[src/design/pse_pkg.sv]
// shared types and codes of the postfix stack evaluator
`default_nettype none
package pse_pkg;

  localparam int unsigned WordW   = 32;
  localparam int unsigned CmdW    = 3;
  localparam int unsigned DepthW  = 7;
  localparam int unsigned StatusW = 2;

  localparam logic [CmdW-1:0] CMD_PUSH = 3'd0;
  localparam logic [CmdW-1:0] CMD_ADD  = 3'd1;
  localparam logic [CmdW-1:0] CMD_MUL  = 3'd2;
  localparam logic [CmdW-1:0] CMD_SUB  = 3'd3;
  localparam logic [CmdW-1:0] CMD_POP  = 3'd4;

  localparam logic [StatusW-1:0] ST_OK        = 2'd0;
  localparam logic [StatusW-1:0] ST_UNDERFLOW = 2'd1;
  localparam logic [StatusW-1:0] ST_OVERFLOW  = 2'd2;

  typedef struct packed {
    logic [CmdW-1:0]         command;
    logic signed [WordW-1:0] number;
  } in_word_t;

  typedef struct packed {
    logic signed [WordW-1:0] top_value;
    logic [DepthW-1:0]       stack_depth;
    logic [StatusW-1:0]      status;
  } out_word_t;

endpackage
`default_nettype wire

[src/design/pse_alu.sv]
// wrapping add, multiply and subtract on the two top stack entries
`default_nettype none
module pse_alu (
  input  logic [pse_pkg::CmdW-1:0]  op_i,
  input  logic [pse_pkg::WordW-1:0] second_i,
  input  logic [pse_pkg::WordW-1:0] top_i,
  output logic [pse_pkg::WordW-1:0] result_o
);
  import pse_pkg::*;

  always_comb begin
    unique case (op_i)
      CMD_ADD: result_o = second_i + top_i;
      CMD_MUL: result_o = second_i * top_i;
      CMD_SUB: result_o = second_i - top_i;
      default: result_o = top_i;
    endcase
  end

endmodule
`default_nettype wire

[src/design/pse_ram.sv]
// spill memory for stack entries below the two top registers
`default_nettype none
module pse_ram #(
  parameter int unsigned Depth = 62,
  parameter int unsigned AddrW = 6,
  parameter int unsigned DataW = 32
) (
  input  logic             clk_i,
  input  logic             we_i,
  input  logic [AddrW-1:0] waddr_i,
  input  logic [DataW-1:0] wdata_i,
  input  logic [AddrW-1:0] raddr_i,
  output logic [DataW-1:0] rdata_o
);

  logic [DataW-1:0] mem_q [Depth];
  logic [DataW-1:0] rdata_q;

  always_ff @(posedge clk_i) begin
    if (we_i) begin
      mem_q[waddr_i] <= wdata_i;
    end
    rdata_q <= mem_q[raddr_i];
  end

  assign rdata_o = rdata_q;

endmodule
`default_nettype wire

[src/design/postfix_stack_evaluator.sv]
// top level of the postfix stack evaluator
//
// channel   direction  handshake                      word
// command   in         start_i high while busy_o low  in_word_i  (command, number)
// result    out        done_o strobe, one cycle        out_word_o (top_value, stack_depth, status)
//
// one word accepted per cycle; busy_o never rises
// each result leaves through the input register, then the result register
// top two entries sit in registers, the rest in a spill memory with registered read
// the entry below those two is kept ready each cycle through the memory read port plus a bypass
// reset clears depth, the bypass flag and strobes only; no clearing pass over the memory
// results are strobed, the receiver cannot stall
`default_nettype none
module postfix_stack_evaluator #(
  parameter int unsigned STACK_DEPTH = 64
) (
  input  logic                clk_i,
  input  logic                rst_ni,
  input  logic                start_i,
  output logic                busy_o,
  input  pse_pkg::in_word_t   in_word_i,
  output logic                done_o,
  output pse_pkg::out_word_t  out_word_o
);
  import pse_pkg::*;

  // spill memory holds entries 0 .. depth-3
  localparam int unsigned MemDepth = (STACK_DEPTH > 3) ? STACK_DEPTH - 2 : 1;
  localparam int unsigned AddrW    = (MemDepth > 1) ? $clog2(MemDepth) : 1;
  localparam int unsigned DW       = $clog2(STACK_DEPTH + 1);

  // input register
  logic      in_valid_q;
  in_word_t  in_q;

  // stack state
  logic [DW-1:0]    depth_q, depth_d;
  logic [WordW-1:0] top_q, top_d;
  logic [WordW-1:0] second_q, second_d;

  // third entry: bypass of a word just spilled, else memory read data
  logic             byp_q, byp_d;
  logic [WordW-1:0] byp_data_q;
  logic [WordW-1:0] mem_rdata;
  logic [WordW-1:0] third;

  // result register
  logic      done_q;
  out_word_t out_q, out_d;

  logic             is_push, is_op, is_pop;
  logic             push_ok, op_ok, pop_ok;
  logic [WordW-1:0] alu_result;
  logic [WordW-1:0] value;
  logic [DW-1:0]    waddr_full, raddr_full;
  logic             mem_we;

  assign busy_o = 1'b0;

  always_ff @(posedge clk_i or negedge rst_ni) begin
    if (!rst_ni) begin
      in_valid_q <= 1'b0;
    end else begin
      in_valid_q <= start_i;
    end
  end

  always_ff @(posedge clk_i) begin
    if (start_i) begin
      in_q <= in_word_i;
    end
  end

  // decode of the registered command word
  assign is_push = in_valid_q && (in_q.command == CMD_PUSH);
  assign is_pop  = in_valid_q && (in_q.command == CMD_POP);
  assign is_op   = in_valid_q && ((in_q.command == CMD_ADD) || (in_q.command == CMD_MUL)
                                  || (in_q.command == CMD_SUB));

  assign push_ok = is_push && (depth_q < DW'(STACK_DEPTH));
  assign op_ok   = is_op && (depth_q >= DW'(2));
  assign pop_ok  = is_pop && (depth_q != '0);

  assign third = byp_q ? byp_data_q : mem_rdata;

  pse_alu u_alu (
    .op_i     (in_q.command),
    .second_i (second_q),
    .top_i    (top_q),
    .result_o (alu_result)
  );

  always_comb begin
    depth_d  = depth_q;
    top_d    = top_q;
    second_d = second_q;
    if (push_ok) begin
      depth_d  = depth_q + DW'(1);
      top_d    = in_q.number;
      second_d = top_q;
    end else if (op_ok) begin
      depth_d  = depth_q - DW'(1);
      top_d    = alu_result;
      second_d = third;
    end else if (pop_ok) begin
      depth_d  = depth_q - DW'(1);
      top_d    = second_q;
      second_d = third;
    end
  end

  // spill the old second entry on a push over two or more entries
  assign mem_we     = push_ok && (depth_q >= DW'(2));
  assign waddr_full = depth_q - DW'(2);
  // keep the entry below the new second entry ready for the next word
  assign raddr_full = depth_d - DW'(3);
  assign byp_d      = push_ok;

  pse_ram #(
    .Depth (MemDepth),
    .AddrW (AddrW),
    .DataW (WordW)
  ) u_ram (
    .clk_i   (clk_i),
    .we_i    (mem_we),
    .waddr_i (waddr_full[AddrW-1:0]),
    .wdata_i (second_q),
    .raddr_i (raddr_full[AddrW-1:0]),
    .rdata_o (mem_rdata)
  );

  // result word: popped value, else new top, zero when empty
  always_comb begin
    if (pop_ok) begin
      value = top_q;
    end else if (depth_d == '0) begin
      value = '0;
    end else begin
      value = top_d;
    end
    out_d.top_value   = value;
    out_d.stack_depth = DepthW'(depth_d);
    if ((is_op && !op_ok) || (is_pop && !pop_ok)) begin
      out_d.status = ST_UNDERFLOW;
    end else if (is_push && !push_ok) begin
      out_d.status = ST_OVERFLOW;
    end else begin
      out_d.status = ST_OK;
    end
  end

  always_ff @(posedge clk_i or negedge rst_ni) begin
    if (!rst_ni) begin
      depth_q <= '0;
      byp_q   <= 1'b0;
      done_q  <= 1'b0;
    end else begin
      depth_q <= depth_d;
      byp_q   <= byp_d;
      done_q  <= in_valid_q;
    end
  end

  always_ff @(posedge clk_i) begin
    top_q      <= top_d;
    second_q   <= second_d;
    byp_data_q <= second_q;
    if (in_valid_q) begin
      out_q <= out_d;
    end
  end

  assign done_o     = done_q;
  assign out_word_o = out_q;

  // every accepted word gives one result, through the input and result registers
  a_done_follows_start : assert property (@(posedge clk_i) disable iff (!rst_ni)
    done_o == $past(start_i, 2))
    else $error("result strobe does not match accepted command words");

  // depth never exceeds the stack size
  a_depth_bound : assert property (@(posedge clk_i) disable iff (!rst_ni)
    depth_q <= DW'(STACK_DEPTH))
    else $error("stack depth beyond capacity");

  // an overflow leaves the stack full
  a_overflow_full : assert property (@(posedge clk_i) disable iff (!rst_ni)
    (done_o && (out_word_o.status == ST_OVERFLOW)) |-> (depth_q == DW'(STACK_DEPTH)))
    else $error("overflow reported on a stack that is not full");

  // an underflow only happens with fewer than two entries
  a_underflow_low : assert property (@(posedge clk_i) disable iff (!rst_ni)
    (done_o && (out_word_o.status == ST_UNDERFLOW)) |-> (depth_q < DW'(2)))
    else $error("underflow reported with two or more entries");

endmodule
`default_nettype wire
[config.mk]
export PLATFORM = sky130hd
export DESIGN_NAME = postfix_stack_evaluator
export DESIGN_NICKNAME = d
export VERILOG_FILES = /design/src/design/pse_pkg.sv /design/src/design/pse_alu.sv /design/src/design/pse_ram.sv /design/src/design/postfix_stack_evaluator.sv
export SDC_FILE = /design/constraint.sdc
export NUM_CORES = 2
export LEC_CHECK = 0
export ABC_AREA = 1
export BUFFER_PORTS_ARGS = -buffer_cell sky130_fd_sc_hd__buf_4
export CAP_MARGIN = 20
export CORE_ASPECT_RATIO = 2
export CORE_MARGIN = 2
export CORE_UTILIZATION = 40
export CTS_CLUSTER_DIAMETER = 100
export CTS_CLUSTER_SIZE = 20
export DETAILED_ROUTE_END_ITERATION = 7
export PLACE_DENSITY = 0.58
export RECOVER_POWER = 100
export SYNTH_ARGS = -nofsm -noshare
export SYNTH_HDL_FRONTEND = slang
export SYNTH_SLANG_ARGS = --single-unit
[constraint.sdc]
create_clock -name clk_i -period 23.8 [get_ports clk_i]
set_input_delay 4.76 -clock clk_i [delete_from_list [all_inputs] [get_ports clk_i]]
set_output_delay 4.76 -clock clk_i [all_outputs]
set_load 0.01 [all_outputs]
==> results.yml <==
sta:
  final.min_clock_period_ns: 15.40
  slew_headroom_pct: -316
  fmaxAchievable_mhz: 65.0
  drv_slew: 4957
  worst_slack_ns: 8.40
  rsz0062_at_grt: "false"
  hold_viol_final: 0
  setup_violations: 0
  fin_tns_setup_ns: 0
  worst_pin_slew_ns: 6.24
  finalCritPeriodShare_pct: 64.7
  fin_skew_ns: 0.0817
clock_tree:
  cts.sinks: 2198
  clkSlewWorstSetupHoldPaths_ns: 0.09
  cts_resized: 0
  numCtsBuffers: 120
  cts_setup_buffers: 0
  h-tree-depth: 3
  cts_buffer_depth: 3
  cts_hold_buffers: 0
  clock-root-buffer: "clkbuf_16"
  clk-insertion-delay-late_ns: 0.83
  cts_tree: "done"
final_layout:
  drive_gt1_share_pct: 3.67
  seqCellArea_sq_um: 65000
  area_growth_pct: 7.24
  multiInputGateArea_sq_um: 35200
  nFillCells: 24600
  instances_no_fill: 13000
  finalNetCount: 10000
synth:
  ys.flop_type: "edfxtp_1"
  yosysSeqAreaShare_pct: 61.6
  yosys.area_share.simple_pct: 11.8
  synth-compound-area-share_pct: 10.8
  avgSynthCellArea_sq_um: 11.0
  synthMuxAreaShare_pct: 0
  synth_fp_nets: 10200
  ys_async_sr_fraction_pct: 0.455
  ys_ff_latch: 2198
  synth-adder-area-share_pct: 9.67
  synth_cell_types: 54
  ys_warn_count: 0
  synth_cells: 9566
  synth_xor_area_share_pct: 0.606
  synth_top_family_by_area: "simple AND/OR/NAND/NOR gates"
  synth_area_sq_um: 106000
  synth_edf_count: 2092
setup_path:
  crit_type: "flop to flop"
  cp.arrival_ns: 16.16
  crit_path_start_kind: "flop"
  r2r_setup_slack_ns: 8.40
  cp_common_cell: "nand2_1"
  reg2reg_from: "in_valid_q"
  crit_required_ns: 24.57
  path_max_fanout: 122
  slowest_stage: "clkbuf_1"
  slowest_delay_ns: 4.37
  reg2reg_to: "u_ram.rdata_o[28]"
  path_cells: "clkbuf_1 > nand3_1 > nor2_1 > clkinvlp_2 > nand3_1 > nand2_1 > inv_8 > clkbuf_1 > buf_4 > buf_4 > o21ai_0 > o22ai_1 > nand2_1 > nand2_1 > nand2_1 > nand3_1 > nand3_1 > nand2_1"
  cp-end-kind: "flop"
  rr_worst_depth: 18
routing:
  ant_nets: 0
  route.detailed.drc: 1
  wl_per_cell_um: 28.1
  num_vias: 74200
  dr.pass1.iters: 8
  vias_per_cell: 5.72
  drt_iter0_markers: 8243
  wirelength_mm: 364
global_routing:
  grt_pass1_wl_mm: 517
  grt-ovfl-total: 0
  antenna_found_initial: 16
  grtUsageTotal_pct: 26.6
  grt_max_degree: 170
  grt_pass1_vias: 74300
place:
  preCtsSetupSlack_ns: 15.50
  placedCellCount: 12800
  gp_congestion: 0.958
  dp_hpwl_mm: 225
  port_buffers: 79
run_status:
  violations: "DRC, capacitance limit, slew limit"
  status: "complete, but fails checks"
min_path:
  min_path_type: "flop to flop"
  hp-start: "second_q[18]"
  min_delay_path_depth: 0
  hold_end: "byp_data_q[18]"
die:
  die_w_um: 367
  start_util_pct: 40.2
  row_count: 266
  die_area_sq_um: 268000
  core_area_sq_um: 262000
  die_h_um: 730
  design.portCount: 81
job:
  max_cap_violations: 129
-- cell families (layout without fill, tap and decap cells) --
| family | Yosys count | count (layout) |
|---|---|---|
| adder cells (fa/ha/maj) | 570 | 570 |
| buffers and inverters | 1512 | 1413 |
| AND/OR/NAND/NOR | 3143 | 3143 |
| flip-flops | 2198 | 2198 |
| AO/OA/AOI/OAI | 2075 | 2075 |
| other | 1 | 3 |
| XOR/XNOR | 67 | 67 |
-- final cells by class --
type                       instances  area share, %
sequential                      2198           57.4
multi-input combinational       5856           31.1
tap                             3484           3.85
inverter                         916           3.05
clock buffer                     177           2.88
timing repair buffer             311           1.54
clock inverter                     9          0.168
antenna                            2        0.00442
-- routing by layer --
metal	routed length (um)	part of all wire, %	global-route usage (%)
met5	20	0.0055	0
met4	35700	9.8	21.0
met3	22000	6.1	2.79
met2	182000	50	47.0
met1	125000	34	29.2
-- cell usage after synthesis (15+ instances only) --
| cell type | number | area (sq um) |
|---|---|---|
| edfxtp_1 | 2092 | 62800 |
| nor2_1 | 1512 | 5680 |
| o21ai_0 | 1242 | 6220 |
| nand2_1 | 1193 | 4480 |
| inv_1 | 908 | 3410 |
| o22ai_1 | 470 | 2940 |
| clkbuf_1 | 419 | 1570 |
| fa_1 | 409 | 8190 |
| nand3_1 | 356 | 1780 |
| ha_1 | 161 | 2010 |
| a21oi_1 | 138 | 691 |
| buf_2 | 125 | 626 |
| dfxtp_1 | 96 | 1920 |
| o21ai_1 | 78 | 390 |
| o211ai_1 | 73 | 548 |
| xor2_1 | 50 | 438 |
| buf_1 | 44 | 165 |
| o21bai_1 | 25 | 188 |
| nor3_1 | 18 | 90.1 |
| nand4_1 | 17 | 106 |
| nand3b_1 | 15 | 113 |
-- through the flow --
step	utilization [%]	cell area, sq um	hold slack (ns)
2_1_floorplan	-	106000	0.438
3_3_place_gp	42.2	111000	0.358
3_5_place_dp	42.2	111000	0.355
4_1_cts	43.5	114000	0.376
5_1_grt	43.2	113000	0.384
6_report	43.2	113000	0.378
-- cell usage in the layout, fill, tap and decap left out, types with 8 or more instances in the layout --
cell type	count
clkbuf_1	249
o21ai_1	78
o22ai_1	471
xor2_1	47
nor2_4	58
fa_1	409
o21ai_0	1242
a21o_1	13
clkbuf_4	25
dfrtp_1	8
nor3_1	18
nand3b_1	15
o21bai_1	25
buf_4	81
xnor2_1	13
edfxtp_1	2092
dfxtp_1	92
or2_2	14
ha_1	161
clkbuf_16	122
a21oi_1	138
o211ai_1	73
nand3_1	356
nand4_1	17
inv_1	908
nor2_1	1457
buf_12	11
nand2_1	1193
-- worst max path at each step --
| stage | start | endpoint | slack [ns] | cells past startpoint |
|---|---|---|---|---|
| finish | in_valid_q | u_ram.rdata_o[28] | 8.40 | 18 |
| global route | in_valid_q | u_ram.rdata_o[28] | 7.67 | 18 |
| CTS | second_q[3] | out_word_o[27] | 15.43 | 25 |
| detailed placement | second_q[3] | out_word_o[27] | 15.50 | 25 |
| global placement | second_q[3] | out_word_o[40] | 15.42 | 30 |
| floorplan | second_q[9] | out_word_o[36] | 16.09 | 32 |
-- flip-flops by register name, indices dropped and copies added, names as in the netlist, 7 cells and up --
signal,flops
out_word_o,41
depth_q,7
u_ram.rdata_o,32
u_ram.mem_q,1984
in_q,35
second_q,32
byp_data_q,32
top_q,32
-- worst max-delay path: cells and delay by family (launching register included) --
family,cells,cell delay (ns)
compound gates,2,0.36
flops,1,0.34
simple gates,10,3.63
buf+inv,6,10.73
Power is not shown: default switching activity piles up to over one toggle a cycle in this logic, so the estimate is an artifact.
